<file path="config.mk">
export PLATFORM = sky130hd
export DESIGN_NAME = casb_ctrl
export DESIGN_NICKNAME = d
export VERILOG_FILES = /design/src/hw/rtl/clipped_alpha_sprite_blitter_defines.svh /design/src/hw/rtl/casb_pkg.sv /design/src/hw/rtl/casb_ctrl.sv
export SDC_FILE = /design/constraint.sdc
export NUM_CORES = 1
export LEC_CHECK = 0
export BUFFER_PORTS_ARGS = -buffer_cell sky130_fd_sc_hd__buf_2
export CAP_MARGIN = 25
export CORE_AREA = 5 5 42 44
export DETAILED_ROUTE_END_ITERATION = 10
export DIE_AREA = 0 0 47 49
export SYNTH_ARGS = -nofsm -noshare
export SYNTH_HDL_FRONTEND = slang
export SYNTH_SLANG_ARGS = --single-unit
</file>
<file path="constraint.sdc">
create_clock -name clock -period 1.2 [get_ports clock]
set_clock_uncertainty 0.1 [all_clocks]
set_input_delay 0.18 -clock clock [delete_from_list [all_inputs] [get_ports clock]]
set_output_delay 0.18 -clock clock [all_outputs]
set_load 0.1 [all_outputs]
</file>
<file path="src/hw/rtl/clipped_alpha_sprite_blitter_defines.svh">
`ifndef CLIPPED_ALPHA_SPRITE_BLITTER_DEFINES_SVH
`define CLIPPED_ALPHA_SPRITE_BLITTER_DEFINES_SVH

// Same-cycle implication, sampled on the rising clock edge outside reset.
`define CASB_ASSERT_IMP(label, clk, rst, ante, cons) \
   label: assert property (@(posedge clk) disable iff (rst) (ante) |-> (cons)) \
      else $error("same-cycle check failed");

// Next-cycle implication, sampled on the rising clock edge outside reset.
`define CASB_ASSERT_NXT(label, clk, rst, ante, cons) \
   label: assert property (@(posedge clk) disable iff (rst) (ante) |=> (cons)) \
      else $error("next-cycle check failed");

`endif

</file>
<file path="src/hw/rtl/casb_pkg.sv">
package casb_pkg;

   localparam int PANEL_WIDTH_DEFAULT  = 32;
   localparam int PANEL_HEIGHT_DEFAULT = 8;

   localparam int CMD_W      = 2;
   localparam int CHAN_W     = 8;
   localparam int COL_W      = 5;
   localparam int ROW_W      = 3;
   localparam int WORD_W     = 32;
   localparam int CSR_IDX_W  = 3;
   localparam int PROD_W     = 16;

   typedef enum logic [CMD_W-1:0] {
      CMD_FILL    = 2'd0,
      CMD_PIXEL   = 2'd1,
      CMD_READ    = 2'd2,
      CMD_RESTART = 2'd3
   } cmd_type;

   localparam logic [CSR_IDX_W-1:0] CSR_ORIGIN_X   = 3'd0;
   localparam logic [CSR_IDX_W-1:0] CSR_ORIGIN_Y   = 3'd1;
   localparam logic [CSR_IDX_W-1:0] CSR_SPRITE_W   = 3'd2;
   localparam logic [CSR_IDX_W-1:0] CSR_SPRITE_H   = 3'd3;
   localparam logic [CSR_IDX_W-1:0] CSR_BACKGROUND = 3'd4;

   typedef enum logic [2:0] {
      EMIT_NONE,
      EMIT_FILL,
      EMIT_PIXEL,
      EMIT_READ,
      EMIT_ZERO
   } emit_type;

   typedef struct packed {
      logic     capture;
      logic     fill_step;
      logic     addr_calc;
      logic     mem_read;
      logic     mul;
      emit_type emit;
   } dp_ctrl_type;

   typedef struct packed {
      logic in_panel;
      logic fill_last;
   } dp_status_type;

   // Exact floor(x / 255) for any 16-bit x below 65280, where the quotient fits in 8 bits.
   function automatic logic [CHAN_W-1:0] div255(input logic [PROD_W-1:0] x);
      logic [PROD_W:0] t;
      t = {1'b0, x} + {9'd0, x[PROD_W-1:CHAN_W]} + 17'd1;
      return t[PROD_W-1:CHAN_W];
   endfunction

endpackage

</file>
<file path="src/hw/rtl/casb_ctrl.sv">
module casb_ctrl (
   input  logic                          clock,
   input  logic                          reset,
   input  logic                          start,
   input  logic [casb_pkg::CMD_W-1:0]    req_cmd,
   input  casb_pkg::dp_status_type       status,
   output casb_pkg::dp_ctrl_type         ctrl,
   output logic                          busy,
   output logic                          rsp_strobe
);
   import casb_pkg::*;

   typedef enum logic [2:0] {
      ST_IDLE,
      ST_FILL,
      ST_ADDR,
      ST_MEM_RD,
      ST_MUL,
      ST_PIX_WR,
      ST_RD_OUT,
      ST_ZERO_OUT
   } state_type;

   state_type state_ff, state_in;
   cmd_type   cmd_ff, cmd_in;
   logic      strobe_ff, strobe_in;

   always_comb begin
      state_in = state_ff;
      cmd_in   = cmd_ff;
      ctrl     = '{capture: 1'b0, fill_step: 1'b0, addr_calc: 1'b0,
                   mem_read: 1'b0, mul: 1'b0, emit: EMIT_NONE};
      case (state_ff)
         ST_IDLE: begin
            if (start) begin
               ctrl.capture = 1'b1;
               cmd_in       = cmd_type'(req_cmd);
               case (cmd_type'(req_cmd))
                  CMD_FILL:  state_in = ST_FILL;
                  CMD_PIXEL: state_in = ST_ADDR;
                  CMD_READ:  state_in = ST_ADDR;
                  default:   state_in = ST_ZERO_OUT;
               endcase
            end
         end
         ST_FILL: begin
            ctrl.fill_step = 1'b1;
            if (status.fill_last) begin
               ctrl.emit = EMIT_FILL;
               state_in  = ST_IDLE;
            end
         end
         ST_ADDR: begin
            ctrl.addr_calc = 1'b1;
            if (status.in_panel) begin
               state_in = ST_MEM_RD;
            end else if (cmd_ff == CMD_PIXEL) begin
               state_in = ST_PIX_WR;
            end else begin
               state_in = ST_ZERO_OUT;
            end
         end
         ST_MEM_RD: begin
            ctrl.mem_read = 1'b1;
            state_in = (cmd_ff == CMD_PIXEL) ? ST_MUL : ST_RD_OUT;
         end
         ST_MUL: begin
            ctrl.mul = 1'b1;
            state_in = ST_PIX_WR;
         end
         ST_PIX_WR: begin
            ctrl.emit = EMIT_PIXEL;
            state_in  = ST_IDLE;
         end
         ST_RD_OUT: begin
            ctrl.emit = EMIT_READ;
            state_in  = ST_IDLE;
         end
         ST_ZERO_OUT: begin
            ctrl.emit = EMIT_ZERO;
            state_in  = ST_IDLE;
         end
         default: begin
            state_in = ST_IDLE;
         end
      endcase
      strobe_in = (ctrl.emit != EMIT_NONE);
   end

   always_ff @(posedge clock) begin
      if (reset) begin
         state_ff  <= ST_IDLE;
         cmd_ff    <= CMD_FILL;
         strobe_ff <= 1'b0;
      end else begin
         state_ff  <= state_in;
         cmd_ff    <= cmd_in;
         strobe_ff <= strobe_in;
      end
   end

   assign busy       = (state_ff != ST_IDLE);
   assign rsp_strobe = strobe_ff;

endmodule

</file>
# Word level (Yosys, flattened, before mapping)
# Index checks and enable logic that the tools add are counted.
[word_totals]
ff_bits = 6
input_bits = 7
wordCells = 38
[classes]
eq_ne = 12
mux = 15
reduce_logical = 8
[ops]
columns = ["operator", "count"]
rows = [
  ["3-bit case mux with 6 select lines", 1],
  ["3-bit equality test, second input constant", 4],
  ["3-bit case mux with 4 select lines", 1],
  ["3-bit 2-to-1 mux", 3],
  ["1-bit 2-to-1 mux", 7],
  ["3-bit by 2-bit equality test with 1-bit output, second input constant", 2],
  ["3-bit case mux with 2 select lines", 1],
  ["3-bit nonzero test", 2],
  ["2-bit by 1-bit equality test with 1-bit output, second input constant", 2],
  ["2-bit 2-to-1 mux", 2],
  ["2-bit inequality test, second input constant", 2],
  ["2-bit AND reduction", 2],
  ["3-bit by 1-bit equality test with 1-bit output, second input constant", 1],
  ["3-bit zero test", 1],
  ["3-bit OR reduction", 1],
  ["2-bit equality test, second input constant", 1],
  ["2-bit zero test", 1],
  ["2-bit OR reduction", 1],
]

# Depth between registers and ports, before layout
# Gate-level depths: netlist (run 1).
[logic_depth]
ltp_word = 5
ltp_mapped = 5

# Least setup slack after synthesis (run 1)
# Ideal clock, no wire load.
[synth_path]
kind = "register to output"
start = "reg state_ff[0]"
end = "out ctrl[0] (netlist name)"
arrival_time_ns = 2.981
required_ns = 0.920
setup_slack_ns = -2.061
path_stages_with_launch = 5
n_path_buf = 1
path_cell_list = "dfxtp_1 > buf_4 > nor3b_2 > nand2_1 > o21ai_0"
[synth_lines]
columns = ["item", "line", "text"]
rows = [
  ["start, declared", "casb_ctrl.sv:24", "state_type state_ff, state_in;"],
  ["start signal, assigned", "casb_ctrl.sv:96", "state_ff <= state_in;"],
  ["end, declared", "casb_ctrl.sv:7", "output casb_pkg::dp_ctrl_type ctrl,"],
]

==> results by group, run 1 <==
Status
  • Status: finished, violations left
  • Failing checks: negative setup slack

Worst hold path
  • HP Start: reset
  • HP Class: in -> reg
  • Hold depth: 2
  • Hold Path End: state_ff[0]

Timing
  • Final Hold Vio Count: 0
  • Worst hold margin: 0.0832 ns
  • Fmax: approximately 640 MHz
  • Slew Limit Fails: 0
  • Slew @ Worst Pin: 0.218 ns
  • Final critical-path required period: 1.55 ns
  • Worst slew margin: 85.5%
  • Final period utilization: 129%
  • RSZ-0062 raised after global routing: true
  • PnR worst setup slack: -0.353 ns
  • Final setup violation count: 14

Yosys
  • Sequential share of the synthesized area: 27.1%
  • Flops & latches, synth: 6
  • Post-synth cell types: 25
  • Syn Area/Cell: 8.68 µm²
  • Synthesized Nets: 60
  • YS warnings: 0
  • Cell Area, Synth: 443 µm²
  • Synth Instances: between 50 and 60

Final layout
  • Final Non-Filler Cells: 97
  • Share of layout cells above drive strength 1: 69.1%
  • Area grow syn2layout: 106%
  • Diodes inserted: 0
  • # fillers: 117
  • Final #Nets: 91
  • Utilization after layout: 65.0%

Routing
  • DRT iter0 DRCs: 2
  • Drt first pass iters: 2
  • Via Count: 460
  • WL met2: 700 µm
  • DRC viols: 0
  • WL met3: 69 µm
  • Total Wirelength: 1240 µm
  • Antenna viol nets, final: 0
  • Average vias per placed instance: 4.74
  • Post-Route M1 WL: 468 µm
  • WL per Instance: 12.8 µm
  • Top layer in use: met3

Worst setup path
  • Flop2flop setup slack: -0.11 ns
  • Crit path kind: reg -> out
  • Worst Path Max Fanout: 7
  • Critical Path RT: 0.92 ns
  • RR Endpoint: cmd_ff[0]
  • Largest stage delay on the critical path: about 0.38 ns
  • Critical Path Sink Type: primary output
  • Setup crit start kind: flop
  • Worst-case reg-to-reg path depth: 4
  • Worst Path Arrival: 1.27 ns
  • Crit path cell chain: nor4b_4, buf_4, buf_12
  • RR Startpoint: state_ff[2]
  • Critical Path Slowest Stage Cell: dfxtp_4

CTS
  • Hold_buf cts: 0
  • CTS sink count: 6
  • Reg clk slew, reported paths: 0.05 ns
  • Total CTS buffers: 3
  • Clk_lat worst skew: 0.25 ns
  • H-tree levels: 1
  • Clk root buf: clkbuf_4
  • CTS tree: yes
  • Clk buf depth: 2

Pwr
  • Leakage power: approximately 0.4 nW
  • Max IR drop VDD: 1.29 mV
  • Power Dens Cells: approximately 2200 nW/µm²

Die
  • Die ar.: 2300 µm²
  • Core area: about 1400 µm²
  • Die Y-Extent: 49 µm
  • Core Rows: 14
  • Initial core utilization: 31.6%
  • Die width: 47 µm
  • I/O pin total: 17

Placed design
  • IO Port Bufs: 16
  • Post-DP HPWL: 952 µm
  • GP Congestion: 0.743
  • Placed Instances: approximately 90

Global routing
  • Initial antenna violation count: 0
  • Vias in the first global route: 490
  • Largest net degree at the start of global routing: 9
  • First-pass GRT wire length: approximately 2100 µm
  • Global Route Usage Sum: 12.9%
  • Overflow after GRT: 0

Flow run
  • Max_cap viols: 0
synth_stat cells (all sizes together):
cell type	instances	area, µm²
nor3b	2	25.0
o21ba	1	10.0
xor2	1	8.76
nor2b	2	12.5
a211oi	1	7.51
o21ai	2	10.0
and2	2	13.8
nor4b	1	23.8
a31oi	1	6.26
dfxtp	6	120
or3	1	11.3
o32ai	1	8.76
nor2	9	36.3
mux2i	3	30.0
buf	3	30.0
nand2b	2	15.0
inv	5	18.8
nand2	2	7.51
a21oi	3	15.0
ha	2	25.0
o21a	1	7.51
placed cells by master (no fill, tap or decap), types with 2 or more instances in the layout:
master	instances
buf_4	8
mux2i_1	2
a21oi_2	2
ha_1	2
nor3b_4	2
nor2_2	2
inv_1	4
nor2_4	3
dfxtp_4	3
buf_2	6
nor2_1	4
buf_6	5
dfxtp_1	3
buf_12	10
clkbuf_4	3
area by class of cell:
| class | count | area, µm² | area share [%] |
|---|---|---|---|
| multi-input cells | 37 | 365 | 40.1 |
| repair buffers | 29 | 347 | 38.0 |
| flip-flops and latches | 6 | 131 | 14.4 |
| clock buffers | 4 | 26.3 | 2.88 |
| inverters | 5 | 21.3 | 2.34 |
| well taps | 16 | 20.0 | 2.20 |
worst max-delay path by stage:
stage	startpoint	end	slack [ns]	cells past startpoint
2_1_floorplan	state_ff[0]	ctrl[0]	-0.99	4
3_3_place_gp	state_ff[0]	ctrl[0]	-0.07	4
3_5_place_dp	state_ff[1]	cmd_ff[0]	-0.11	4
4_1_cts	state_ff[0]	ctrl[7]	-0.35	3
5_1_grt	state_ff[2]	ctrl[7]	-0.40	3
6_report	state_ff[2]	ctrl[7]	-0.35	3
worst max-delay path: cells and delay by family (launching register included):
kind,cells,cell delay [ns]
flops,1,0.38
simple gates,1,0.29
buf+inv,2,0.35
through the flow:
step / power, mW / instance area [µm²] / setup slack (ns) / setup TNS [ns]
floorplan: 1.17 / 499 / -0.991 / -7.02
global placement: 1.57 / 776 / -0.0741 / -0.487
detailed placement: 1.59 / 776 / -0.113 / -0.796
CTS: 1.93 / 885 / -0.346 / -3.10
global route: 2.07 / 911 / -0.395 / -3.76
finish: 1.97 / 911 / -0.353 / -3.07
routing by layer:
| metal | vias to the layer above | global-route usage [%] |
|---|---|---|
| met2 | 15 | 22.2 |
| met5 | - | 0 |
| li1 | 233 | - |
| met1 | 212 | 13.4 |
| met4 | 0 | 4.15 |
| met3 | 0 | 5.54 |
where the power goes:
part | total [mW] | leakage, nW | internal, mW | switching (mW)
registers | 0.335 | 0.0513 | 0.251 | 0.0843
clock network | 0.205 | 0.0150 | 0.126 | 0.0785
logic | 1.43 | 0.334 | 0.608 | 0.821
timing repair:
| action | CTS | global route |
|---|---|---|
| endpoints found under the setup margin | 13 | 15 |
| gates resized for setup | 14 | 6 |
| pin swaps | 4 | 3 |
| hold endpoints to repair | 0 | 0 |
| setup buffers | 5 | 0 |
sequential cells by signal, indices dropped and copies added, names as in the netlist:
signal      flops
rsp_strobe      1
cmd_ff          2
state_ff        3
cell families (layout without fill, tap and decap cells):
family / Yosys count / in the layout / synth area share, %
fa+ha+maj: 2 / 2 / 5.65
flops: 6 / 6 / 27.1
simple gates: 21 / 21 / 32.8
compound gates: 10 / 10 / 14.7
mux: 3 / 3 / 6.78
buf+inv: 8 / 38 / 11.0
xor+xnor: 1 / 1 / 1.98
Power figures use the tool's default switching activity.
==> inputs of run 2 (changes only) <==
--- a/config.mk
+++ b/config.mk
@@ -10,6 +10,8 @@
 export CORE_AREA = 5 5 42 44
 export DETAILED_ROUTE_END_ITERATION = 10
 export DIE_AREA = 0 0 47 49
+export HOLD_SLACK_MARGIN = 0.06
+export SETUP_SLACK_MARGIN = 0.4
 export SYNTH_ARGS = -nofsm -noshare
 export SYNTH_HDL_FRONTEND = slang
 export SYNTH_SLANG_ARGS = --single-unit
==> run 2 against run 1 <==
Net effect:
- the run still ends with negative setup slack left
- setup slack improved by 0.025 ns
- wire length rose by 1.5%
- cell count fell by 1.0%
- flip-flop and latch count did not move
- critical path type unchanged
==> results by group, run 2 (same netlist as run 1, synthesis figures left out) <==
Die
  • Core area: 1400 µm²
  • Die Y-Extent: 49 µm
  • Initial core utilization: 31.6%
  • I/O pin total: 17
  • Die ar.: around 2300 µm²
  • Die width: 47 µm
  • Core Rows: 14

Global routing
  • Global Route Usage Sum: approximately an eighth
  • Initial antenna violation count: 0
  • Largest net degree at the start of global routing: 10
  • First-pass GRT wire length: between 1500 and 2000 µm
  • Vias in the first global route: 450
  • Overflow after GRT: 0

Timing
  • Fmax: 654 MHz
  • Final period utilization: 127%
  • Final setup violation count: 15
  • PnR worst setup slack: -0.328 ns
  • Worst slew margin: about four fifths
  • Slew @ Worst Pin: 0.283 ns
  • Worst hold margin: 0.0751 ns
  • Final Hold Vio Count: 0
  • Slew Limit Fails: 0
  • TNS Setup: -3.20 ns
  • Final critical-path required period: 1.53 ns
  • RSZ-0062 raised after global routing: true

Final layout
  • Diodes inserted: 0
  • Multi-input gate area: ~360 µm²
  • Total area of sequential cells: 135 µm²
  • # fillers: 124
  • Area grow syn2layout: 106%
  • Share of layout cells above drive strength 1: between 60% and 70%
  • Most common cell after layout, fill and taps aside: buf_12
  • Max reg flops: 3
  • Final #Nets: just over 90
  • Commonest non-fill, non-tap cells in the layout: 10 x buf_12, 7 x buf_4, 6 x buf_2, 6 x buf_6, 5 x inv_1
  • Most flops, register: state_ff
  • Finished Cell Area: 911 µm²

Worst setup path
  • Setup crit start kind: flop
  • Critical Path RT: 0.92 ns
  • Crit path kind: reg -> out
  • Top delay family on crit path: flip-flops
  • Worst Path Max Fanout: 8
  • Critical Path Sink Type: primary output
  • Critical Path Slowest Stage Cell: dfxtp_4
  • Worst Path Buf+Inv: 1
  • Crit path cell chain: nor3b_4, nand2_2, o21ai_4, buf_12
  • Worst Path Arrival: 1.25 ns
  • Largest stage delay on the critical path: 0.41 ns

Routing
  • DRT iter0 DRCs: 3
  • Drt first pass iters: 3
  • Antenna viol nets, final: 0
  • DRC viols: 0
  • Average vias per placed instance: ~4.9
  • Via Count: 468
  • WL per Instance: 13.1 µm
  • Total Wirelength: around 1300 µm

CTS
  • CTS tree: yes
  • H-tree levels: 1
  • CTS sink count: 6
  • Reg clk slew, reported paths: about 0.05 ns
  • Clk buf depth: 2
  • Total CTS buffers: 3
  • Clk root buf: clkbuf_4
  • Clk_lat worst skew: 0.25 ns

Pwr
  • Max IR drop VDD: about 1.5 mV
  • Leakage power: between 0.3 and 0.4 nW
  • Power Dens Cells: between 2000 and 2500 nW/µm²
  • Total power: 1.96 mW

Placed design
  • Post-DP HPWL: a little over 900 µm
  • Place WS: -0.0910 ns
  • GP Congestion: 0.812
  • Dpl cell area: slightly below 800 µm²
  • IO Port Bufs: 16

Worst hold path
  • HP Class: in -> reg

Status
  • Failing checks: negative setup slack
  • Status: finished, violations left

Flow run
  • Max_cap viols: 0
## run 2: where the power goes
group / internal (mW) / switching, mW
clock: 0.114 / 0.0797
combinational: 0.607 / 0.811
sequential: 0.252 / 0.0917
total: 0.973 / 0.982
## run 2: what timing repair did
item                                    CTS  global route
pin swaps                                 5             4
setup buffers                             2             3
endpoints found under the setup margin   16            16
hold endpoints to repair                  1             0
resized for setup                        13             5
## run 2: worst paths after layout
path	startpoint	to	slack, ns	depth (start not counted)
setup / recovery	state_ff[0]	ctrl[0]	-0.33	4
hold / removal	reset	state_ff[0]	0.08	2
setup reg to reg	state_ff[2]	state_ff[2]	-0.16	7
hold reg to reg	cmd_ff[1]	cmd_ff[1]	0.39	2
## run 2: metal layers
metal,routed length [µm],vias to the layer above,GRT usage [%]
li1,-,232,-
met3,81,4,2.58
met2,649,17,19.5
met4,29,0,6.91
met5,0,-,0
met1,494,215,12.9
## run 2: through the flow
| step | instances | util, % |
|---|---|---|
| 2_1_floorplan | 51 | - |
| 3_3_place_gp | 88 | 55.6 |
| 3_5_place_dp | 88 | 55.6 |
| 4_1_cts | 93 | 61.5 |
| 5_1_grt | 96 | 65.0 |
| 6_report | 96 | 65.0 |
## run 2: cell type report
class	instances	share of cell area, %
inverters	5	2.06
repair buffers	29	38.5
multi-input cells	37	40.0
well taps	16	2.20
flip-flops and latches	6	14.8
clock buffers	3	2.47
